$ cat src/design/bclru_pkg.sv
// Shared types, constants and helpers for the block cache LRU lookup.
// No dependencies; imported by every other file of the block.
package bclru_pkg;

  localparam int SLOT_COUNT     = 16;
  localparam int COUNT_BITS     = 8;
  localparam int SLOT_BITS      = $clog2(SLOT_COUNT);
  localparam int DEV_BITS       = 8;
  localparam int BLK_BITS       = 32;
  localparam int IDX_BITS       = 4;
  localparam int ID_CMP_BITS    = (SLOT_BITS > IDX_BITS) ? SLOT_BITS : IDX_BITS;

  typedef logic [SLOT_BITS-1:0]  slot_id_t;
  typedef logic [SLOT_BITS-1:0]  pos_t;
  typedef logic [COUNT_BITS-1:0] count_t;
  typedef logic [IDX_BITS-1:0]   idx_t;

  localparam count_t COUNT_MAX = {COUNT_BITS{1'b1}};

  typedef enum logic [1:0] {
    OP_GET  = 2'd0,
    OP_REL  = 2'd1,
    OP_MARK = 2'd2,
    OP_NONE = 2'd3
  } op_e;

  typedef enum logic [2:0] {
    ST_HIT     = 3'd0,
    ST_MISS    = 3'd1,
    ST_NOFREE  = 3'd2,
    ST_OVF     = 3'd3,
    ST_REL     = 3'd4,
    ST_REL_ERR = 3'd5,
    ST_MARKED  = 3'd6
  } status_e;

  // One LRU stack entry; position in the chain is the recency rank.
  typedef struct packed {
    slot_id_t              slot;
    logic [DEV_BITS-1:0]   dev;
    logic [BLK_BITS-1:0]   blk;
    count_t                cnt;
    logic                  valid;
  } cell_data_t;

  typedef struct packed {
    logic tag_hit;
    logic free;
    logic idx_hit;
    logic cnt_max;
    logic cnt_one;
    logic valid;
  } cell_flags_t;

  typedef struct packed {
    logic load_front;
    logic shift;
    logic inc;
    logic dec;
    logic retag;
    logic set_valid;
  } cell_cmd_t;

  typedef struct packed {
    logic    valid;
    status_e status;
    idx_t    slot;
    logic    fill;
  } result_t;

  function automatic idx_t out_slot(slot_id_t id);
    logic [SLOT_BITS+IDX_BITS-1:0] w;
    w = {{IDX_BITS{1'b0}}, id};
    return w[IDX_BITS-1:0];
  endfunction

  function automatic logic [ID_CMP_BITS-1:0] cmp_id(slot_id_t id);
    logic [ID_CMP_BITS+SLOT_BITS-1:0] w;
    w = {{ID_CMP_BITS{1'b0}}, id};
    return w[ID_CMP_BITS-1:0];
  endfunction

  function automatic logic [ID_CMP_BITS-1:0] cmp_idx(idx_t idx);
    logic [ID_CMP_BITS+IDX_BITS-1:0] w;
    w = {{ID_CMP_BITS{1'b0}}, idx};
    return w[ID_CMP_BITS-1:0];
  endfunction

endpackage

$ cat src/design/bclru_cell.sv
// One LRU stack cell: holds a slot's tags, count and valid flag, compares
// them against the request, and loads from its more recent neighbor on a shift.
// Depends on bclru_pkg.
module bclru_cell import bclru_pkg::*; (
  input  logic        clk_i,
  input  logic        rst_ni,
  input  slot_id_t    reset_slot_i,
  input  logic        eval_i,
  input  logic [DEV_BITS-1:0] dev_i,
  input  logic [BLK_BITS-1:0] blk_i,
  input  idx_t        idx_i,
  input  cell_cmd_t   cmd_i,
  input  cell_data_t  nbr_i,
  input  cell_data_t  front_i,
  output cell_data_t  data_o,
  output cell_flags_t flags_o
);

  cell_data_t  data_q, data_d;
  cell_flags_t flags_q, flags_d;

  always_comb begin
    flags_d.tag_hit = (data_q.dev == dev_i) && (data_q.blk == blk_i);
    flags_d.free    = (data_q.cnt == '0);
    flags_d.idx_hit = (cmp_id(data_q.slot) == cmp_idx(idx_i));
    flags_d.cnt_max = (data_q.cnt == COUNT_MAX);
    flags_d.cnt_one = (data_q.cnt == count_t'(1));
    flags_d.valid   = data_q.valid;
  end

  always_comb begin
    data_d = data_q;
    if (cmd_i.load_front) begin
      data_d = front_i;
    end else if (cmd_i.shift) begin
      data_d = nbr_i;
    end else begin
      if (cmd_i.inc) data_d.cnt = data_q.cnt + count_t'(1);
      if (cmd_i.dec) data_d.cnt = data_q.cnt - count_t'(1);
      if (cmd_i.retag) begin
        data_d.dev   = dev_i;
        data_d.blk   = blk_i;
        data_d.cnt   = count_t'(1);
        data_d.valid = 1'b0;
      end
      if (cmd_i.set_valid) data_d.valid = 1'b1;
    end
  end

  always_ff @(posedge clk_i or negedge rst_ni) begin
    if (!rst_ni) begin
      data_q.slot  <= reset_slot_i;
      data_q.dev   <= '0;
      data_q.blk   <= '0;
      data_q.cnt   <= '0;
      data_q.valid <= 1'b0;
      flags_q      <= '0;
    end else begin
      data_q <= data_d;
      if (eval_i) flags_q <= flags_d;
    end
  end

  assign data_o  = data_q;
  assign flags_o = flags_q;

endmodule

$ cat src/design/bclru_pick.sv
// Decision logic: priority picks over the registered cell flags, the per-cell
// update commands and the result word. Depends on bclru_pkg.
module bclru_pick import bclru_pkg::*; (
  input  logic        apply_i,
  input  op_e         op_i,
  input  idx_t        idx_i,
  input  cell_flags_t flags_i [SLOT_COUNT],
  input  cell_data_t  data_i  [SLOT_COUNT],
  output cell_cmd_t   cmd_o   [SLOT_COUNT],
  output cell_data_t  front_o,
  output result_t     res_o
);

  logic hit_any, free_any, idx_any;
  pos_t hit_pos, free_pos, idx_pos;

  // Hit: most recent match. Miss: least recent free cell.
  always_comb begin
    hit_any  = 1'b0;
    free_any = 1'b0;
    idx_any  = 1'b0;
    hit_pos  = '0;
    free_pos = '0;
    idx_pos  = '0;
    for (int p = SLOT_COUNT - 1; p >= 0; p--) begin
      if (flags_i[p].tag_hit) begin
        hit_any = 1'b1;
        hit_pos = pos_t'(p);
      end
    end
    for (int p = 0; p < SLOT_COUNT; p++) begin
      if (flags_i[p].free) begin
        free_any = 1'b1;
        free_pos = pos_t'(p);
      end
      if (flags_i[p].idx_hit) begin
        idx_any = 1'b1;
        idx_pos = pos_t'(p);
      end
    end
  end

  always_comb begin
    front_o     = data_i[idx_pos];
    front_o.cnt = '0;
  end

  always_comb begin
    for (int p = 0; p < SLOT_COUNT; p++) cmd_o[p] = '0;
    res_o.valid  = apply_i && (op_i != OP_NONE);
    res_o.status = ST_NOFREE;
    res_o.slot   = idx_i;
    res_o.fill   = 1'b0;
    case (op_i)
      OP_GET: begin
        res_o.slot = '0;
        if (hit_any) begin
          res_o.slot = out_slot(data_i[hit_pos].slot);
          if (flags_i[hit_pos].cnt_max) begin
            res_o.status = ST_OVF;
          end else begin
            res_o.status        = ST_HIT;
            res_o.fill          = !flags_i[hit_pos].valid;
            cmd_o[hit_pos].inc  = apply_i;
          end
        end else if (free_any) begin
          res_o.status          = ST_MISS;
          res_o.slot            = out_slot(data_i[free_pos].slot);
          res_o.fill            = 1'b1;
          cmd_o[free_pos].retag = apply_i;
        end
      end
      OP_REL: begin
        if (!idx_any || flags_i[idx_pos].free) begin
          res_o.status = ST_REL_ERR;
        end else begin
          res_o.status = ST_REL;
          if (flags_i[idx_pos].cnt_one) begin
            // last reference: move to the front, more recent cells slide down
            cmd_o[0].load_front = apply_i;
            for (int p = 1; p < SLOT_COUNT; p++) begin
              cmd_o[p].shift = apply_i && (pos_t'(p) <= idx_pos);
            end
          end else begin
            cmd_o[idx_pos].dec = apply_i;
          end
        end
      end
      OP_MARK: begin
        res_o.status              = ST_MARKED;
        cmd_o[idx_pos].set_valid  = apply_i && idx_any;
      end
      default: begin
        res_o.valid = 1'b0;
      end
    endcase
  end

endmodule

$ cat src/design/block_cache_lru_lookup.sv
// Top level of the block cache LRU lookup: request registers, the chain of
// LRU stack cells and the decision logic. Depends on bclru_pkg, bclru_cell
// and bclru_pick.
//
// Usage notes:
// - Request word: opcode_i, device_id_i, block_number_i, slot_index_i. It is
//   taken at a rising edge where start is high and busy is low.
// - Result word: status_o, granted_slot_o, needs_fill_o, valid for exactly one
//   cycle while done_o is high. The receiver cannot stall; it must take it.
// - Opcode three is dropped and gives no result word.
// - Timing: after the accept edge comes a compare cycle (busy high), in which
//   every cell checks its tags, count and slot id, then an update cycle that
//   picks the slot and writes the cells. done_o is high in the cycle after.
//   A new request can be taken in the update cycle but not in the compare
//   cycle, since the compare flags must see the previous update.
// - The cells form an LRU stack: cell 0 is most recent. A last release moves
//   the slot to cell 0 and the more recent cells each take their neighbor.
// - Reset: all tags, counts and valid flags clear, cell p holds slot
//   SLOT_COUNT-1-p. The block is ready in the first cycle after reset.
module block_cache_lru_lookup import bclru_pkg::*; (
  input  logic                clk_i,
  input  logic                rst_ni,
  input  logic                start,
  output logic                busy,
  input  logic [1:0]          opcode_i,
  input  logic [DEV_BITS-1:0] device_id_i,
  input  logic [BLK_BITS-1:0] block_number_i,
  input  idx_t                slot_index_i,
  output logic                done_o,
  output logic [2:0]          status_o,
  output idx_t                granted_slot_o,
  output logic                needs_fill_o
);

  logic                eval_q, apply_q;
  op_e                 op_q;
  logic [DEV_BITS-1:0] dev_q;
  logic [BLK_BITS-1:0] blk_q;
  idx_t                idx_q;

  cell_flags_t flags   [SLOT_COUNT];
  cell_data_t  data    [SLOT_COUNT];
  cell_cmd_t   cmd     [SLOT_COUNT];
  cell_data_t  front;
  result_t     res;

  logic        done_q;
  status_e     status_q;
  idx_t        slot_q;
  logic        fill_q;

  logic        accept;

  assign busy   = eval_q;
  assign accept = start && !eval_q;

  // Request registers; hold through the compare and update cycles.
  always_ff @(posedge clk_i or negedge rst_ni) begin
    if (!rst_ni) begin
      eval_q  <= 1'b0;
      apply_q <= 1'b0;
    end else begin
      eval_q  <= accept;
      apply_q <= eval_q;
    end
  end

  always_ff @(posedge clk_i) begin
    if (accept) begin
      op_q  <= op_e'(opcode_i);
      dev_q <= device_id_i;
      blk_q <= block_number_i;
      idx_q <= slot_index_i;
    end
  end

  for (genvar p = 0; p < SLOT_COUNT; p++) begin : g_cell
    bclru_cell u_cell (
      .clk_i        (clk_i),
      .rst_ni       (rst_ni),
      .reset_slot_i (slot_id_t'(SLOT_COUNT - 1 - p)),
      .eval_i       (eval_q),
      .dev_i        (dev_q),
      .blk_i        (blk_q),
      .idx_i        (idx_q),
      .cmd_i        (cmd[p]),
      .nbr_i        ((p == 0) ? front : data[(p == 0) ? 0 : p - 1]),
      .front_i      (front),
      .data_o       (data[p]),
      .flags_o      (flags[p])
    );
  end

  bclru_pick u_pick (
    .apply_i (apply_q),
    .op_i    (op_q),
    .idx_i   (idx_q),
    .flags_i (flags),
    .data_i  (data),
    .cmd_o   (cmd),
    .front_o (front),
    .res_o   (res)
  );

  // Output register: result word shows for one cycle.
  always_ff @(posedge clk_i or negedge rst_ni) begin
    if (!rst_ni) begin
      done_q <= 1'b0;
    end else begin
      done_q <= res.valid;
    end
  end

  always_ff @(posedge clk_i) begin
    if (res.valid) begin
      status_q <= res.status;
      slot_q   <= res.slot;
      fill_q   <= res.fill;
    end
  end

  assign done_o         = done_q;
  assign status_o       = status_q;
  assign granted_slot_o = slot_q;
  assign needs_fill_o   = fill_q;

  // Slot ids in the chain stay unique, so at most one cell answers an index.
  logic [SLOT_COUNT-1:0] idx_hit_vec;
  always_comb begin
    for (int p = 0; p < SLOT_COUNT; p++) idx_hit_vec[p] = flags[p].idx_hit;
  end

  a_busy_one_cycle: assert property (@(posedge clk_i) disable iff (!rst_ni)
    busy |=> !busy) else $error("compare cycle lasted more than one cycle");

  a_apply_follows_eval: assert property (@(posedge clk_i) disable iff (!rst_ni)
    eval_q |=> apply_q) else $error("update cycle missing after compare");

  a_done_from_apply: assert property (@(posedge clk_i) disable iff (!rst_ni)
    done_o |-> $past(apply_q)) else $error("result without an update cycle");

  a_idx_unique: assert property (@(posedge clk_i) disable iff (!rst_ni)
    apply_q |-> $onehot0(idx_hit_vec)) else $error("slot id held by two cells");

  a_miss_fill: assert property (@(posedge clk_i) disable iff (!rst_ni)
    (done_o && status_o == ST_MISS) |-> needs_fill_o)
    else $error("recycled slot not flagged for fill");

endmodule

$ cat config.mk
export PLATFORM = sky130hd
export DESIGN_NAME = block_cache_lru_lookup
export DESIGN_NICKNAME = d
export VERILOG_FILES = /design/src/design/bclru_pkg.sv /design/src/design/bclru_cell.sv /design/src/design/bclru_pick.sv /design/src/design/block_cache_lru_lookup.sv
export SDC_FILE = /design/constraint.sdc
export NUM_CORES = 2
export LEC_CHECK = 0
export ABC_AREA = 0
export BUFFER_PORTS_ARGS = -buffer_cell sky130_fd_sc_hd__buf_2
export CAP_MARGIN = 30
export CORE_UTILIZATION = 42
export CTS_CLUSTER_DIAMETER = 100
export DETAILED_ROUTE_END_ITERATION = 7
export SYNTH_ARGS = -nofsm -noshare
export SYNTH_HDL_FRONTEND = slang
export SYNTH_SLANG_ARGS = --single-unit
$ cat constraint.sdc
create_clock -name clk_i -period 6.75 [get_ports clk_i]
set_input_delay 0.675 -clock clk_i [delete_from_list [all_inputs] [get_ports clk_i]]
set_output_delay 0.675 -clock clk_i [all_outputs]
set_load 0.01 [all_outputs]
# Yosys cells after proc, flatten, opt, wreduce, memory -nomap -nowiden
# Cells that the tools add are included.
[op_classes]
addsub = 32
multipliers = 0
div = 0
magnitude_cmp = 21
n_eq_ne = 83
shift = 0
n_mux = 274
n_bitwise = 7
reduce_logical = 123
[ops]
columns = ["op", "n"]
rows = [
  ["49-bit 2-to-1 mux", 32],
  ["53-bit 2-to-1 mux", 22],
  ["53-bit binary-select mux with 4-bit select", 3],
  ["32-bit == test", 16],
  ["96-bit bitwise AND", 4],
  ["96-bit 2-to-1 mux", 4],
  ["96-bit one-hot mux with 3 select lines", 1],
  ["8-bit 2-to-1 mux", 32],
  ["4-bit 2-to-1 mux", 50],
  ["8-bit by 1-bit adder with 8-bit output, second input constant", 16],
  ["8-bit by 1-bit == test with 1-bit output, second input constant", 16],
  ["8-bit == test", 16],
  ["8-bit == test, second input constant", 16],
  ["8-bit zero test", 16],
  ["8-bit by 1-bit subtractor with 8-bit output, second input constant", 16],
  ["6-bit demux with 4-bit select", 4],
  ["1-bit 2-to-1 mux", 86],
  ["5-bit 2-to-1 mux", 17],
  ["5-bit nonzero test", 16],
  ["4-bit == test", 16],
  ["4-bit nonzero test", 16],
  ["6-bit binary-select mux with 4-bit select", 2],
  ["3-bit nonzero test", 16],
  ["1-bit logical AND", 37],
  ["20 further kinds", 70],
]
[totals]
register_bits = 1001
latch_bits = 0
ram_bits = 0
romBits = 0
inputBits = 49
output_inout_bits = 10
elab_cells = 726
n_memories = 0

# Depth between registers and ports, before layout
[logic_depth]
depth_word = 31
depth_mapped = 18
mapped_depth_nobuf = 11

# Worst setup path before layout
# Ideal clock, no wire load.
[synth_timing]
kind = "register -> register"
start = "reg eval_q (netlist: busy)"
end = "reg blk_q[0], enable pin"
setup_time_ns = 0.456
t_arrival_ns = 2.943
required_time_ns = 6.294
path_slack_ns = 3.352
path_stages_with_launch = 4
path_buffers = 2
period_less_slack_ns = 3.398
path_cell_list = "dfrtp_1 clkbuf_1 buf_1 nor2b_1"
[synth_between]
elab_chain_cells = 2
[synth_lines]
columns = ["element", "line", "source"]
rows = [
  ["from (decl)", "block_cache_lru_lookup.sv:35", "logic eval_q, apply_q;"],
  ["from (signal assigned)", "block_cache_lru_lookup.sv:63", "eval_q <= accept;"],
  ["1-bit zero test", "block_cache_lru_lookup.sv:55", "assign accept = start && !eval_q;"],
  ["1-bit logical AND", "block_cache_lru_lookup.sv:55", ""],
  ["net accept", "block_cache_lru_lookup.sv:52", "logic accept;"],
  ["to (signal assigned)", "block_cache_lru_lookup.sv:72", "blk_q <= block_number_i;"],
  ["to (decl)", "block_cache_lru_lookup.sv:38", "logic [BLK_BITS-1:0] blk_q;"],
]
# The timed path passes the listed nets, and every way through them passes these cells.
# A chain may end at the register's enable or synchronous reset.

# Worst setup path after layout
[layout_timing]
start = "reg g_cell[5].u_cell.flags_q, in the netlist g_cell[5].u_cell.flags_o[3]"
end = "reg g_cell[0].u_cell.data_q, in the netlist g_cell[0].u_cell.data_o[16]"
[layout_between]
elab_chain_cells = 20
word_cells_on_any_way = 42
classes_between = "mux: 36; bitwise: 3; reduce/logical: 3"
[layout_lines]
columns = ["element", "line", "source"]
rows = [
  ["from (decl)", "bclru_cell.sv:20", "cell_flags_t flags_q, flags_d;"],
  ["from (signal assigned)", "bclru_cell.sv:60", "if (eval_i) flags_q <= flags_d;"],
  ["3-bit 2-to-1 mux (3 in series)", "bclru_pick.sv:36", "if (flags_i[p].idx_hit) begin"],
  ["4-bit 2-to-1 mux (8 in series)", "bclru_pick.sv:36", ""],
  ["4-bit NOT with 5-bit output (implied by the code)", "--", ""],
  ["6-bit binary-select mux with 4-bit select", "bclru_pick.sv:74, bclru_pick.sv:78", ""],
  ["5-bit 2-to-1 mux (implied by the code) (2 in series)", "bclru_pick.sv:74", "if (!idx_any || flags_i[idx_pos].free) begin"],
  ["6-bit 2-to-1 mux or 1-bit logical OR (tied branches)", "bclru_pick.sv:78, bclru_pick.sv:74", ""],
  ["96-bit 2-to-1 mux", "bclru_pick.sv:74", ""],
  ["96-bit one-hot mux with 3 select lines", "bclru_pick.sv:54", "case (op_i)"],
  ["49-bit 2-to-1 mux", "bclru_cell.sv:35", "end else if (cmd_i.shift) begin"],
  ["53-bit 2-to-1 mux", "bclru_cell.sv:33", "if (cmd_i.load_front) begin"],
  ["to (signal assigned)", "bclru_cell.sv:59", "data_q <= data_d;"],
  ["to (decl)", "bclru_cell.sv:19", "cell_data_t data_q, data_d;"],
]
# Several ways; a longest one is shown, not always the timed one. The select of a mux whose other input is x is not followed.

==> metrics <==
full die area 0.150 sq mm; post-CTS setup repair buffer count 0; internal power contribution 13.5 mW; final worst-path cycle share 77.5%; clock buffers created by TritonCTS 117; drt first-iter violations 7895; maximum number of pins on one net before global-route repair 151; final-report hold violation count 0; setup tns final 0 ps; unrepaired setup endpoints after global routing false; Clock Skew 67.9 ps; relative slew slack 17.1%; Clock Latency Late Sink 790 ps; number of remaining DRC errors 1; synth-to-layout area growth 10.4%; TritonCTS clock tree done; total via count in the routed design 57400; routed wire length per instance 29.8 um; Worst Setup End Kind flip-flop; total track usage 34.8%; Critical Path Start Type flip-flop; ratio of cells with drive above 1 in the final layout 8.77%; Core ar. 0.147 sq mm; maximum root-to-sink buffer count 3; CTS Root Buffer Type clkbuf_16; share of the synthesized area in the top cell type 36.7%; cell depth of the worst flop-to-flop path 10; initial antenna violation count 5; primary flip-flop cell chosen by synthesis mapping dfrtp_1; worst min-delay path category input pin to asynchronous set/reset pin; Setup violations, final 0; non-filler instance count after layout 9000; Post-Syn Nets 7308; part of the Yosys area used for sequential elements 40.7%; total of cells resized after clock tree synthesis 0; highest-count cells in the layout ignoring fill and taps nand2_1, dfrtp_1, xor2_1; DIE HEIGHT 387 um; portion of total power attributed to the clock network 29.5%; half-perimeter wire length after placement 187000 um; upper clock frequency limit 191 MHz; wire length reported by the detailed router 268000 um; clk slew on worst S/H paths 60 ps; Final Wtd Congestion 1.02; EDFF count, synth 54; Critical Path RT 7400 ps; Comb power frac 29.0%; chain of cells forming the critical path inv_1, a221o_1, a211oi_1, a31oi_2, o22ai_1, or4_4, and4_1, nand2b_1, nand2_2, a221o_1; critical-path maximum fanout 41; most common cell after layout, fill and taps aside nand2_1; switching share of power 40.3%; Max IR drop VDD 252 uV; synthesis-stage register bit count 1001; Async SR Flop Fraction 94.6%; library cell appearing most often on the critical path a221o_1; synthesized area 0.0624 sq mm; fin. max-slew vios 0; via count of the first global-routing pass 53600; total instance count after detailed placement 8771; post-detailed-route via-to-cell ratio 6.38; Port-buffer cells 58; Final nets 7084; fill count 14300; critical path data arrival time 5880 ps; die span in x 387 um; row count 141; number of detailed-routing iterations run before antenna repair 8; Warnings, synthesis 0; slack of the worst reg-to-reg path 1520 ps; clk sinks 1001; mean area per synthesized cell 8.68 sq um; Seq pwr share 41.5%; cell taking the most area after synthesis dfrtp_1; slowest stage cell on the critical path a211oi_1; Mapped Cells 7190; slew of the pin with the lowest slew margin 1240 ps; top cells by area in the synthesized netlist dfrtp_1, nand2_1, xor2_1; total of max-cap violations 0; CTS H-tree lvls 3; pwr/cell area 327 mW/mm^2; post-route minimum period 5230 ps; violated checks design-rule violations; switching component of the power 9.08 mW; first-pass GRT wire length 387000 um; starting density of the core 42.3%; result of the run complete, but fails checks; number of unique standard cell types used by synthesis 87; Worst path max stage delay 710 ps; total overflow reported by the global router 0; kind of critical path flip-flop to flip-flop; leakage power total 29.7 nW; top-level port count 59; hold bufs inserted after CTS 0; Routed Antenna Nets 0
[per-layer routing]
metal  up-vias  global-route usage (%)  part of all wire [%]
li1      24900                       -                     -
met1     28300                    45.6                    39
met2      3424                    52.3                    44
met3       760                    7.29                   9.9
met4         8                    22.2                   7.7
met5         -                       0                 0.018
[area by class of cell]
cell class	count	area (sq um)	area share (%)
antenna	1	2.50	0.00363
clock buffer	163	3340	4.86
clock inverter	59	617	0.896
inverter	148	556	0.807
multi-input combinational	5435	34300	49.8
sequential	1001	25400	36.8
tap	1930	2410	3.51
timing repair buffer	263	2260	3.28
[synth_stat cells (135+ instances only)]
master and instances:
nand2_1 1336, xor2_1 559, xnor2_1 247, nor4_1 178, nand3_1 137, mux2i_1 457
a221oi_1 135, o21ai_0 495, dfrtp_1 915, nor2_1 489, clkbuf_1 424, a21oi_1 287
a31oi_1 182, inv_1 148
[power groups by stage]
| stage | clock network [mW] | registers, mW | logic (mW) |
|---|---|---|---|
| 5_1_grt | 6.94 | 9.48 | 6.93 |
| 2_1_floorplan | 0 | 8.53 | 4.03 |
| 3_3_place_gp | 0 | 9.37 | 6.20 |
| 4_1_cts | 6.71 | 9.30 | 6.32 |
| 3_5_place_dp | 0 | 9.39 | 6.28 |
| 6_report | 6.66 | 9.35 | 6.54 |
[worst max-delay path: cells and delay by family, from the launching register on]
| family | cells | cell delay, ps |
|---|---|---|
| AOI/OAI and AO/OA | 5 | 2710 |
| and+or+nand+nor | 4 | 1830 |
| DFF | 1 | 430 |
| buffers and inverters | 1 | 100 |
[registers in the layout, summed over array words and instances (netlist names)]
| register | cells |
|---|---|
| busy | 1 |
| dev_q | 8 |
| op_q | 2 |
| g_cell.u_cell.data_o | 848 |
| done_o | 1 |
| granted_slot_o | 4 |
| idx_q | 4 |
| needs_fill_o | 1 |
| status_o | 3 |
| g_cell.u_cell.flags_o | 96 |
| blk_q | 32 |
| apply_q | 1 |
[path summary, 6_finish.rpt]
path | startpoint | to
max in group asynchronous | rst_ni | g_cell[5].u_cell.data_o[7]
hold / removal | rst_ni | g_cell[15].u_cell.data_o[7]
setup reg to reg | g_cell[5].u_cell.flags_o[3] | g_cell[0].u_cell.data_o[16]
hold reg to reg | g_cell[6].u_cell.data_o[52] | g_cell[7].u_cell.data_o[52]
min in group clk_i | device_id_i[5] | dev_q[5]
setup / recovery | g_cell[5].u_cell.flags_o[3] | g_cell[0].u_cell.data_o[16]
[per-stage QoR]
step | power, mW | utilization (%) | cell area [sq um] | hold slack [ps] | setup WS, ps
after floorplan | 12.6 | - | 62400 | 379 | 3350
after global placement | 15.6 | 43.9 | 64700 | 486 | 1690
after detailed placement | 15.7 | 43.9 | 64800 | 490 | 1610
after CTS | 22.3 | 46.6 | 68700 | 29.5 | 1600
after global routing | 23.4 | 46.7 | 68900 | 51.6 | 1310
final | 22.5 | 46.7 | 68900 | 42.7 | 1520
[cells by family after synthesis]
family,Yosys count,synth area share (%)
adder cells (fa/ha/maj),69,1.38
flip-flops,1001,40.7
AND/OR/NAND/NOR,2493,17.6
AO/OA/AOI/OAI,1565,16.0
multiplexers,502,8.15
buffers and inverters,754,4.87
XOR/XNOR,806,11.3
(Power assumes the default switching activity.)
